## config.mk

```make
export PLATFORM = sky130hd
export DESIGN_NAME = stre_ctrl
export DESIGN_NICKNAME = d
export VERILOG_FILES = /design/src/rtl/core/assert_macros.svh /design/src/rtl/core/stre_pkg.sv /design/src/rtl/core/stre_ctrl.sv
export SDC_FILE = /design/constraint.sdc
export NUM_CORES = 1
export LEC_CHECK = 0
export BUFFER_PORTS_ARGS = -buffer_cell sky130_fd_sc_hd__buf_2
export CAP_MARGIN = 30
export CORE_UTILIZATION = 53
export CTS_CLUSTER_DIAMETER = 30
export DETAILED_ROUTE_END_ITERATION = 8
export PLACE_DENSITY = 0.77
export SLEW_MARGIN = 20
export SYNTH_ARGS = -nofsm -noshare
export SYNTH_HDL_FRONTEND = slang
export SYNTH_SLANG_ARGS = --single-unit
```

## constraint.sdc

```tcl
create_clock -name i_clk -period 2.55 [get_ports i_clk]
set_input_delay 0.1275 -clock i_clk [delete_from_list [all_inputs] [get_ports i_clk]]
set_output_delay 0.1275 -clock i_clk [all_outputs]
set_load 0.01 [all_outputs]
```

## src/rtl/core/assert_macros.svh

```systemverilog
// Assertion helpers used by the top-level RTL.
`ifndef ASSERT_MACROS_SVH
`define ASSERT_MACROS_SVH

`ifndef SYNTHESIS
// Same-cycle implication.
`define STRE_ASSERT_IMPL(lbl, clk, rst_n, ante, cons, msg) \
    lbl: assert property (@(posedge clk) disable iff (!rst_n) (ante) |-> (cons)) \
        else $error(msg);
// Next-cycle implication.
`define STRE_ASSERT_NEXT(lbl, clk, rst_n, ante, cons, msg) \
    lbl: assert property (@(posedge clk) disable iff (!rst_n) (ante) |=> (cons)) \
        else $error(msg);
`else
`define STRE_ASSERT_IMPL(lbl, clk, rst_n, ante, cons, msg)
`define STRE_ASSERT_NEXT(lbl, clk, rst_n, ante, cons, msg)
`endif

`endif

```

## src/rtl/core/stre_pkg.sv

```systemverilog
`default_nettype none

package stre_pkg;

    localparam int MAX_ROWS   = 16;
    localparam int MAX_COLS   = 32;
    localparam int FRAC_BITS  = 16;
    localparam int DATA_W     = 32;
    localparam int ROW_W      = 4;
    localparam int COL_W      = 5;
    localparam int ADDR_W     = ROW_W + COL_W;
    localparam int DEPTH      = MAX_ROWS * MAX_COLS;
    localparam int IDX_W      = COL_W + 1;
    localparam int NR_W       = 5;
    localparam int NC_W       = 6;
    localparam int OBJ_W      = 4;
    localparam int RIDX_W     = 5;
    localparam int CFG_IDX_W  = 2;
    localparam int CFG_DATA_W = 6;

    localparam logic [CFG_IDX_W-1:0] CFG_NUM_ROWS = 2'd0;
    localparam logic [CFG_IDX_W-1:0] CFG_NUM_COLS = 2'd1;
    localparam logic [CFG_IDX_W-1:0] CFG_OBJ_ROW  = 2'd2;

    typedef enum logic [2:0] {
        OP_WRITE = 3'd0,
        OP_READ  = 3'd1,
        OP_DIV   = 3'd2,
        OP_ELIM  = 3'd3,
        OP_MAX   = 3'd4,
        OP_RATIO = 3'd5
    } t_op;

    typedef struct packed {
        t_op                       command;
        logic [ROW_W-1:0]          row;
        logic [COL_W-1:0]          column;
        logic [ROW_W-1:0]          pivot_row;
        logic [COL_W-1:0]          denom_col;
        logic signed [DATA_W-1:0]  operand_value;
    } t_in;

    typedef struct packed {
        logic signed [DATA_W-1:0]  result_value;
        logic [RIDX_W-1:0]         result_index;
        logic                      found;
        logic                      not_positive;
        logic                      status;
    } t_out;

    typedef enum logic [2:0] {
        AS_RC, AS_RI, AS_PI, AS_ID, AS_IC, AS_CLR
    } t_asel;

    typedef enum logic [1:0] {
        WS_OP, WS_ZERO, WS_DIV, WS_ELIM
    } t_wsel;

    typedef enum logic [2:0] {
        RES_ERR, RES_OK, RES_READ, RES_MAX, RES_RATIO
    } t_res;

    typedef struct packed {
        logic              ld_req;
        t_asel             addr_sel;
        logic              mem_rd;
        logic              mem_wr;
        t_wsel             wr_sel;
        logic [IDX_W-1:0]  idx;
        logic [ADDR_W-1:0] clr_addr;
        logic              ld_x;
        logic              ld_y;
        logic              ld_y_op;
        logic              ld_m;
        logic              mul;
        logic              div_start;
        logic              clr_best;
        logic              upd_max;
        logic              upd_rat;
        logic              rat_div;
        logic              res_ld;
        t_res              res_kind;
    } t_dp_cmd;

    typedef struct packed {
        t_op   cmd;
        logic  ok_rc;
        logic  ok_div;
        logic  op_one;
        logic  ok_elim;
        logic  ok_am;
        logic  ok_rt;
        logic  idx_lt_nc;
        logic  idx_lt_nr;
        logic  idx_is_obj;
        logic  rd_zero;
        logic  y_le0;
        logic  div_done;
    } t_dp_sts;

endpackage

`default_nettype wire

```

## src/rtl/core/stre_ctrl.sv

```systemverilog
`default_nettype none

module stre_ctrl (
    input  wire logic               i_clk,
    input  wire logic               i_rst_n,
    input  wire logic               i_in_valid,
    output logic                    o_in_ready,
    output logic                    o_out_valid,
    input  wire logic               i_out_ready,
    input  wire stre_pkg::t_dp_sts  i_sts,
    output stre_pkg::t_dp_cmd       o_cmd
);

    typedef enum logic [4:0] {
        S_CLR, S_IDLE, S_DEC, S_RDE,
        S_DV_CHK, S_DV_LA, S_DV_GO, S_DV_WT,
        S_EL_ML, S_EL_CHK, S_EL_LP, S_EL_MUL, S_EL_WR,
        S_AM_CHK, S_AM_LA,
        S_RT_CHK, S_RT_LD, S_RT_LN, S_RT_CMP, S_RT_GO, S_RT_WT,
        S_RESP
    } t_state;

    localparam int IW = stre_pkg::IDX_W;

    t_state                          r_state, n_state;
    logic [IW-1:0]                   r_idx, n_idx;
    logic [stre_pkg::ADDR_W-1:0]     r_clr, n_clr;
    stre_pkg::t_res                  r_kind, n_kind;
    logic                            r_out_valid, n_out_valid;
    stre_pkg::t_dp_cmd               w_cmd;

    always_comb begin
        n_state     = r_state;
        n_idx       = r_idx;
        n_clr       = r_clr;
        n_kind      = r_kind;
        n_out_valid = r_out_valid;
        w_cmd          = '0;
        w_cmd.idx      = r_idx;
        w_cmd.clr_addr = r_clr;
        w_cmd.res_kind = r_kind;

        if (r_out_valid && i_out_ready) n_out_valid = 1'b0;

        unique case (r_state)
            S_CLR: begin
                w_cmd.mem_wr   = 1'b1;
                w_cmd.addr_sel = stre_pkg::AS_CLR;
                w_cmd.wr_sel   = stre_pkg::WS_ZERO;
                n_clr = r_clr + stre_pkg::ADDR_W'(1);
                if (r_clr == '1) n_state = S_IDLE;
            end
            S_IDLE: begin
                w_cmd.ld_req = i_in_valid;
                if (i_in_valid) n_state = S_DEC;
            end
            S_DEC: begin
                n_idx   = '0;
                n_kind  = stre_pkg::RES_ERR;
                n_state = S_RESP;
                unique case (i_sts.cmd)
                    stre_pkg::OP_WRITE: begin
                        if (i_sts.ok_rc) begin
                            w_cmd.mem_wr   = 1'b1;
                            w_cmd.addr_sel = stre_pkg::AS_RC;
                            w_cmd.wr_sel   = stre_pkg::WS_OP;
                            n_kind         = stre_pkg::RES_OK;
                        end
                    end
                    stre_pkg::OP_READ: begin
                        if (i_sts.ok_rc) begin
                            w_cmd.mem_rd   = 1'b1;
                            w_cmd.addr_sel = stre_pkg::AS_RC;
                            n_state        = S_RDE;
                        end
                    end
                    stre_pkg::OP_DIV: begin
                        if (i_sts.ok_div && i_sts.op_one) begin
                            n_kind = stre_pkg::RES_OK;
                        end else if (i_sts.ok_div) begin
                            w_cmd.ld_y_op = 1'b1;
                            n_state       = S_DV_CHK;
                        end
                    end
                    stre_pkg::OP_ELIM: begin
                        if (i_sts.ok_elim) begin
                            w_cmd.mem_rd   = 1'b1;
                            w_cmd.addr_sel = stre_pkg::AS_RC;
                            n_state        = S_EL_ML;
                        end
                    end
                    stre_pkg::OP_MAX: begin
                        if (i_sts.ok_am) begin
                            w_cmd.clr_best = 1'b1;
                            n_state        = S_AM_CHK;
                        end
                    end
                    stre_pkg::OP_RATIO: begin
                        if (i_sts.ok_rt) begin
                            w_cmd.clr_best = 1'b1;
                            n_state        = S_RT_CHK;
                        end
                    end
                    default: n_kind = stre_pkg::RES_ERR;
                endcase
            end
            S_RDE: begin
                n_kind  = stre_pkg::RES_READ;
                n_state = S_RESP;
            end
            S_DV_CHK: begin
                if (i_sts.idx_lt_nc) begin
                    w_cmd.mem_rd   = 1'b1;
                    w_cmd.addr_sel = stre_pkg::AS_RI;
                    n_state        = S_DV_LA;
                end else begin
                    n_kind  = stre_pkg::RES_OK;
                    n_state = S_RESP;
                end
            end
            S_DV_LA: begin
                if (i_sts.rd_zero) begin
                    n_idx   = r_idx + IW'(1);
                    n_state = S_DV_CHK;
                end else begin
                    w_cmd.ld_x = 1'b1;
                    n_state    = S_DV_GO;
                end
            end
            S_DV_GO: begin
                w_cmd.div_start = 1'b1;
                n_state         = S_DV_WT;
            end
            S_DV_WT: begin
                if (i_sts.div_done) begin
                    w_cmd.mem_wr   = 1'b1;
                    w_cmd.addr_sel = stre_pkg::AS_RI;
                    w_cmd.wr_sel   = stre_pkg::WS_DIV;
                    n_idx          = r_idx + IW'(1);
                    n_state        = S_DV_CHK;
                end
            end
            S_EL_ML: begin
                w_cmd.ld_m = 1'b1;
                n_state    = S_EL_CHK;
            end
            S_EL_CHK: begin
                if (i_sts.idx_lt_nc) begin
                    w_cmd.mem_rd   = 1'b1;
                    w_cmd.addr_sel = stre_pkg::AS_PI;
                    n_state        = S_EL_LP;
                end else begin
                    n_kind  = stre_pkg::RES_OK;
                    n_state = S_RESP;
                end
            end
            S_EL_LP: begin
                if (i_sts.rd_zero) begin
                    n_idx   = r_idx + IW'(1);
                    n_state = S_EL_CHK;
                end else begin
                    w_cmd.ld_x     = 1'b1;
                    w_cmd.mem_rd   = 1'b1;
                    w_cmd.addr_sel = stre_pkg::AS_RI;
                    n_state        = S_EL_MUL;
                end
            end
            S_EL_MUL: begin
                w_cmd.ld_y = 1'b1;
                w_cmd.mul  = 1'b1;
                n_state    = S_EL_WR;
            end
            S_EL_WR: begin
                w_cmd.mem_wr   = 1'b1;
                w_cmd.addr_sel = stre_pkg::AS_RI;
                w_cmd.wr_sel   = stre_pkg::WS_ELIM;
                n_idx          = r_idx + IW'(1);
                n_state        = S_EL_CHK;
            end
            S_AM_CHK: begin
                if (i_sts.idx_lt_nc) begin
                    w_cmd.mem_rd   = 1'b1;
                    w_cmd.addr_sel = stre_pkg::AS_RI;
                    n_state        = S_AM_LA;
                end else begin
                    n_kind  = stre_pkg::RES_MAX;
                    n_state = S_RESP;
                end
            end
            S_AM_LA: begin
                w_cmd.upd_max = 1'b1;
                n_idx         = r_idx + IW'(1);
                n_state       = S_AM_CHK;
            end
            S_RT_CHK: begin
                if (!i_sts.idx_lt_nr) begin
                    n_kind  = stre_pkg::RES_RATIO;
                    n_state = S_RESP;
                end else if (i_sts.idx_is_obj) begin
                    n_idx = r_idx + IW'(1);
                end else begin
                    w_cmd.mem_rd   = 1'b1;
                    w_cmd.addr_sel = stre_pkg::AS_ID;
                    n_state        = S_RT_LD;
                end
            end
            S_RT_LD: begin
                w_cmd.ld_y     = 1'b1;
                w_cmd.mem_rd   = 1'b1;
                w_cmd.addr_sel = stre_pkg::AS_IC;
                n_state        = S_RT_LN;
            end
            S_RT_LN: begin
                w_cmd.ld_x = 1'b1;
                n_state    = i_sts.y_le0 ? S_RT_CMP : S_RT_GO;
            end
            S_RT_CMP: begin
                w_cmd.upd_rat = 1'b1;
                n_idx         = r_idx + IW'(1);
                n_state       = S_RT_CHK;
            end
            S_RT_GO: begin
                w_cmd.div_start = 1'b1;
                n_state         = S_RT_WT;
            end
            S_RT_WT: begin
                if (i_sts.div_done) begin
                    w_cmd.upd_rat = 1'b1;
                    w_cmd.rat_div = 1'b1;
                    n_idx         = r_idx + IW'(1);
                    n_state       = S_RT_CHK;
                end
            end
            S_RESP: begin
                if (!r_out_valid || i_out_ready) begin
                    w_cmd.res_ld = 1'b1;
                    n_out_valid  = 1'b1;
                    n_state      = S_IDLE;
                end
            end
            default: n_state = S_IDLE;
        endcase
    end

    always_ff @(posedge i_clk) begin
        if (!i_rst_n) begin
            r_state     <= S_CLR;
            r_idx       <= '0;
            r_clr       <= '0;
            r_kind      <= stre_pkg::RES_OK;
            r_out_valid <= 1'b0;
        end else begin
            r_state     <= n_state;
            r_idx       <= n_idx;
            r_clr       <= n_clr;
            r_kind      <= n_kind;
            r_out_valid <= n_out_valid;
        end
    end

    assign o_cmd       = w_cmd;
    assign o_in_ready  = (r_state == S_IDLE);
    assign o_out_valid = r_out_valid;

endmodule

`default_nettype wire

```

======== After elaboration in Yosys (flattened, before gate mapping) ========
Index checks and enable logic that the tools add are counted.
W data, S select, Z words.
storage, ports and cells
  flip-flop bits (word level) ............. 24
  bits of input ports ..................... 19
operators by class
  add/subtract/negate cells ............... 2
  equality and inequality tests ........... 40
  mux-type cells .......................... 73
  reductions and logical operators ........ 19
operators with widths
  cell                   number
  $pmux W5 S21           1
  $mux W5                16
  $eq A5 B4 Y1 const B   8
  $eq A5 B5 Y1 const B   6
  $pmux W6 S5            1
  $pmux W3 S9            1
  $mux W1                26
  $pmux W5 S5            1
  $mux W3                8
  $mux W6                4
  $eq A5 B3 Y1 const B   4
  $ne A2 B2 Y1 const B   10
  $pmux W3 S5            1
  $reduce_or A2 Y1       7
  $pmux W3 S4            1
  $eq A5 B2 Y1 const B   2
  $mux W2                5
  $pmux W1 S2            5
  $reduce_bool A5 Y1     2
  $add A9 B1 Y9 const B  1
  $eq A9 B9 Y1 const B   1
  $add A6 B1 Y6 const B  1
  $eq A3 B2 Y1 const B   2
  $eq A3 B3 Y1 const B   2
  16 further kinds       18

======== Logic depth before layout (Yosys ltp) ========
  depth after elaboration ................. 4
  mapped depth ............................ 9

======== Least setup slack after synthesis ========
No wires, ideal clock.
  path type ............................... flip-flop to output port
  start ................................... reg r_state[1]
  end ..................................... out o_cmd[32] (netlist name)
  arrival ................................. 1826 ps
  data required time ...................... 2423 ps
  setup slack ............................. 597 ps
  stages on the path, launching flop included .. 8
  path through ............................ dfxtp_1 > buf_6 > buf_2 > buf_2 > clkbuf_1 > nor4b_1 > nor2_1 > o311ai_0
RTL lines
  item                      line              RTL
  start: declaration        stre_ctrl.sv:25   t_state r_state, n_state;
  start signal: assignment  stre_ctrl.sv:253  r_state <= n_state;
  end: declaration          stre_ctrl.sv:11   output stre_pkg::t_dp_cmd o_cmd

==> metrics <==
Clk pwr share=26.8%; num rows=22; Max Cap Viol=0; final weighted congestion in routability-driven placement=0.980; antenna cells=0; Clock Tree Buf Depth=2; Syn Nets=337; first-pass GRT wire length=10600 um; r2r startpoint=r_state[2]; pwr dens=489 nW/um2; CTS Root Cell=clkbuf_8; reg2reg end=r_state[1]; Worst slew margin=52.4%; Worst path max stage delay=0.73 ns; Die Width=66.3 um; Critical Path RT=2.42 ns; delay-heaviest family, CP=flip-flops; RSZ-0062 raised after global routing=false; top-count cell post-synth=nand2_1; Synth-to-Final Area Change=18.9%; fin. max-slew vios=0; critical path's slowest cell=dfxtp_1; routed wire length=6420 um; number of global-route vias before repair=2227; leading area contributor after synthesis=dfxtp_1; Pleak=0.00106 uW; Initial Util=57.6%; Final Critical Period=2.36 ns; Worst EP arrival=2.23 ns; post-CTS repair timing setup buffer count=0; # hold bufs at CTS=0; list of most frequent post-synthesis cells=nand2_1, nor2_1, a21oi_1, dfxtp_1, o21ai_0; Post-Synth Simple-Gate Area=39.5%; crit path launch type=flip-flop; syn avg cell area=6.95 um2; Reg2Reg Setup Slack=0.22 ns; Post-synth EDFFs=0; Register-to-Register Path Depth=6; io pins=58; Post-Synth Adder-Cell Area=1.72%; crit share post-route=92.6%; switching power total=462 uW; top-area cell type share of the netlist area=22.0%; Starting DRT DRC Count=479; Sink Count=24; Vias=2582; final hold vios=0; crit end category=output pin; Seq pwr share=33.7%; core area=3800 um2; Synth Warn #=0; CTS buffer count=3; status=completed; Pint=811 uW; Crit Path Category=flip-flop to output pin; part of the power in combinational logic=39.5%; GRT Resource Usage Total=31.1%; Worst Hold Endpoint=o_out_valid; XOR/XNOR Fraction of Synth Area=2.80%; post-DP HPWL=4870 um; gr ovfl total=0; compound-cell area share of the yosys netlist=25.0%; H-tree Lvls=1; fillers=320; Hold Startpoint=i_out_ready; Vias/cell=6.24; Buffers & Inverters on Critical Path=2; asr flop ratio synth=0%; final setup margin=0.188 ns; Remaining DRCs=0; Seq/Total Area, Yosys=22.0%; critical path fanouts, max=20; Slew @ Worst Pin=0.695 ns; register bit count reported by yosys=24; fmax=423 MHz; Skew-Pair Late Insertion Delay=0.28 ns; First-pass DRT Iterations=5; post-synthesis mux area share=2.40%; die area=4390 um2; Sequential Area=483 um2; area of the multi-input gates=1560 um2; post-synthesis cell area=2190 um2; Final #Nets=389; Avg WL per Cell=15.5 um; largest family of logic cells by synthesized area=simple AND/OR/NAND/NOR gates; layout cell share with drive strength beyond 1=24.6%; Layout Skew=0.00520 ns; Synth area leaders=dfxtp_1, a21oi_1, nand2_1, nor2_1, nand2b_1; pre-CTS setup slack=0.320 ns; worst-path cell chain=inv_1 -> nand2_1 -> nor3_1 -> a311oi_1 -> o311ai_0 -> buf_2; Detail Route Antenna Nets=0; largest net degree at the start of global routing=21; buffers added on ports=57; Yosys cell types=55; clock transition at the registers of the reported paths=0.09 ns; hold depth=4; post-CTS sizing=0; Hold Crit Class=primary input to flip-flop; TritonCTS clock tree=done; Die Span Y=66.3 um; worst vdd ir=0.337 mV; Synth Instances=315; prevailing post-synth register cell=dfxtp_1; initial antenna violation count=0; Net Sw Frac=36.3%; setup_tns=0 ns; Final setup viols=0
-- metal layers --
| metal | share of wire [%] | wire, um | track usage [%] | up-vias |
|---|---|---|---|---|
| met2 | 44 | 2820 | 47.4 | 161 |
| met5 | 0 | 0 | 0 | - |
| met4 | 1.3 | 83 | 9.57 | 0 |
| li1 | - | - | - | 1257 |
| met3 | 10 | 669 | 7.07 | 11 |
| met1 | 44 | 2840 | 43.1 | 1153 |
-- per-stage QoR --
step / std cells / hold WS, ns / cell area, um2 / utilization, % / power [uW]
5_1_grt: 414 / 0.190 / 2600 / 68.5 / 1330
3_3_place_gp: 410 / 0.437 / 2530 / 66.5 / 922
6_report: 414 / 0.148 / 2600 / 68.5 / 1270
2_1_floorplan: 315 / 0.309 / 2190 / - / 743
3_5_place_dp: 410 / 0.432 / 2530 / 66.5 / 928
4_1_cts: 414 / 0.148 / 2600 / 68.4 / 1260
-- worst max-delay path by stage --
| stage | cells after the start | from | endpoint | slack (ns) |
|---|---|---|---|---|
| 2_1_floorplan | 7 | r_state[1] | o_cmd[32] | 0.60 |
| 3_3_place_gp | 5 | r_state[1] | r_idx[4] | 0.36 |
| 3_5_place_dp | 5 | r_state[1] | r_idx[4] | 0.32 |
| 4_1_cts | 6 | r_state[1] | o_cmd[32] | 0.12 |
| 5_1_grt | 6 | r_state[2] | o_cmd[32] | 0.05 |
| 6_report | 6 | r_state[2] | o_cmd[32] | 0.19 |
-- registers in the layout, indices dropped and copies added, names as in the netlist --
name,count
o_out_valid,1
r_clr,9
r_idx,6
r_kind,3
r_state,5
-- kinds of logic after synthesis --
family | Yosys count
multiplexers | 5
AND/OR/NAND/NOR | 159
buffers and inverters | 33
adder cells (fa/ha/maj) | 3
flip-flops | 24
AO/OA/AOI/OAI | 84
XOR/XNOR | 7
-- power by group through the flow --
stage	clock network [uW]	logic (uW)	registers [uW]
2_1_floorplan	0	305	439
3_3_place_gp	0	488	434
3_5_place_dp	0	490	437
4_1_cts	341	492	429
5_1_grt	354	546	432
6_report	341	503	429
-- cells in the final DEF (no fill, tap or decap), types with 3 or more instances in the layout --
master	count
buf_4	14
nand4_1	5
nor2b_1	11
or3b_1	3
ha_1	3
nor3b_1	3
or3b_2	5
a2111o_1	3
o211ai_1	3
o21ai_0	14
a311oi_1	3
or3_1	10
nor3_1	8
a21oi_1	27
buf_2	57
nor4_1	7
mux2i_1	3
nand2b_1	13
dfxtp_1	22
a211oi_1	4
inv_1	8
o21a_1	3
xor2_1	5
o22ai_1	7
nor4b_1	3
a31oi_1	4
nand3_1	7
nor2_1	29
or2_2	4
nand2_1	36
and3_1	4
clkbuf_8	3
-- worst register-to-register path, cell delays in order, from the launching register on --
cell	delay, ns
dfxtp_1	0.73
buf_4	0.27
nor2_1	0.08
nand3_1	0.19
nor4_1	0.11
a2111oi_0	0.63
o22ai_1	0.18
-- layout make-up --
class | instances | area share [%]
Multi-Input combinational cell | 258 | 60.1
Sequential cell | 24 | 18.6
Timing Repair Buffer | 71 | 15.0
Tap cell | 48 | 2.31
Clock buffer | 3 | 1.59
Inverter | 9 | 1.30
Clock inverter | 1 | 1.15
Power figures use the tool's default switching activity.
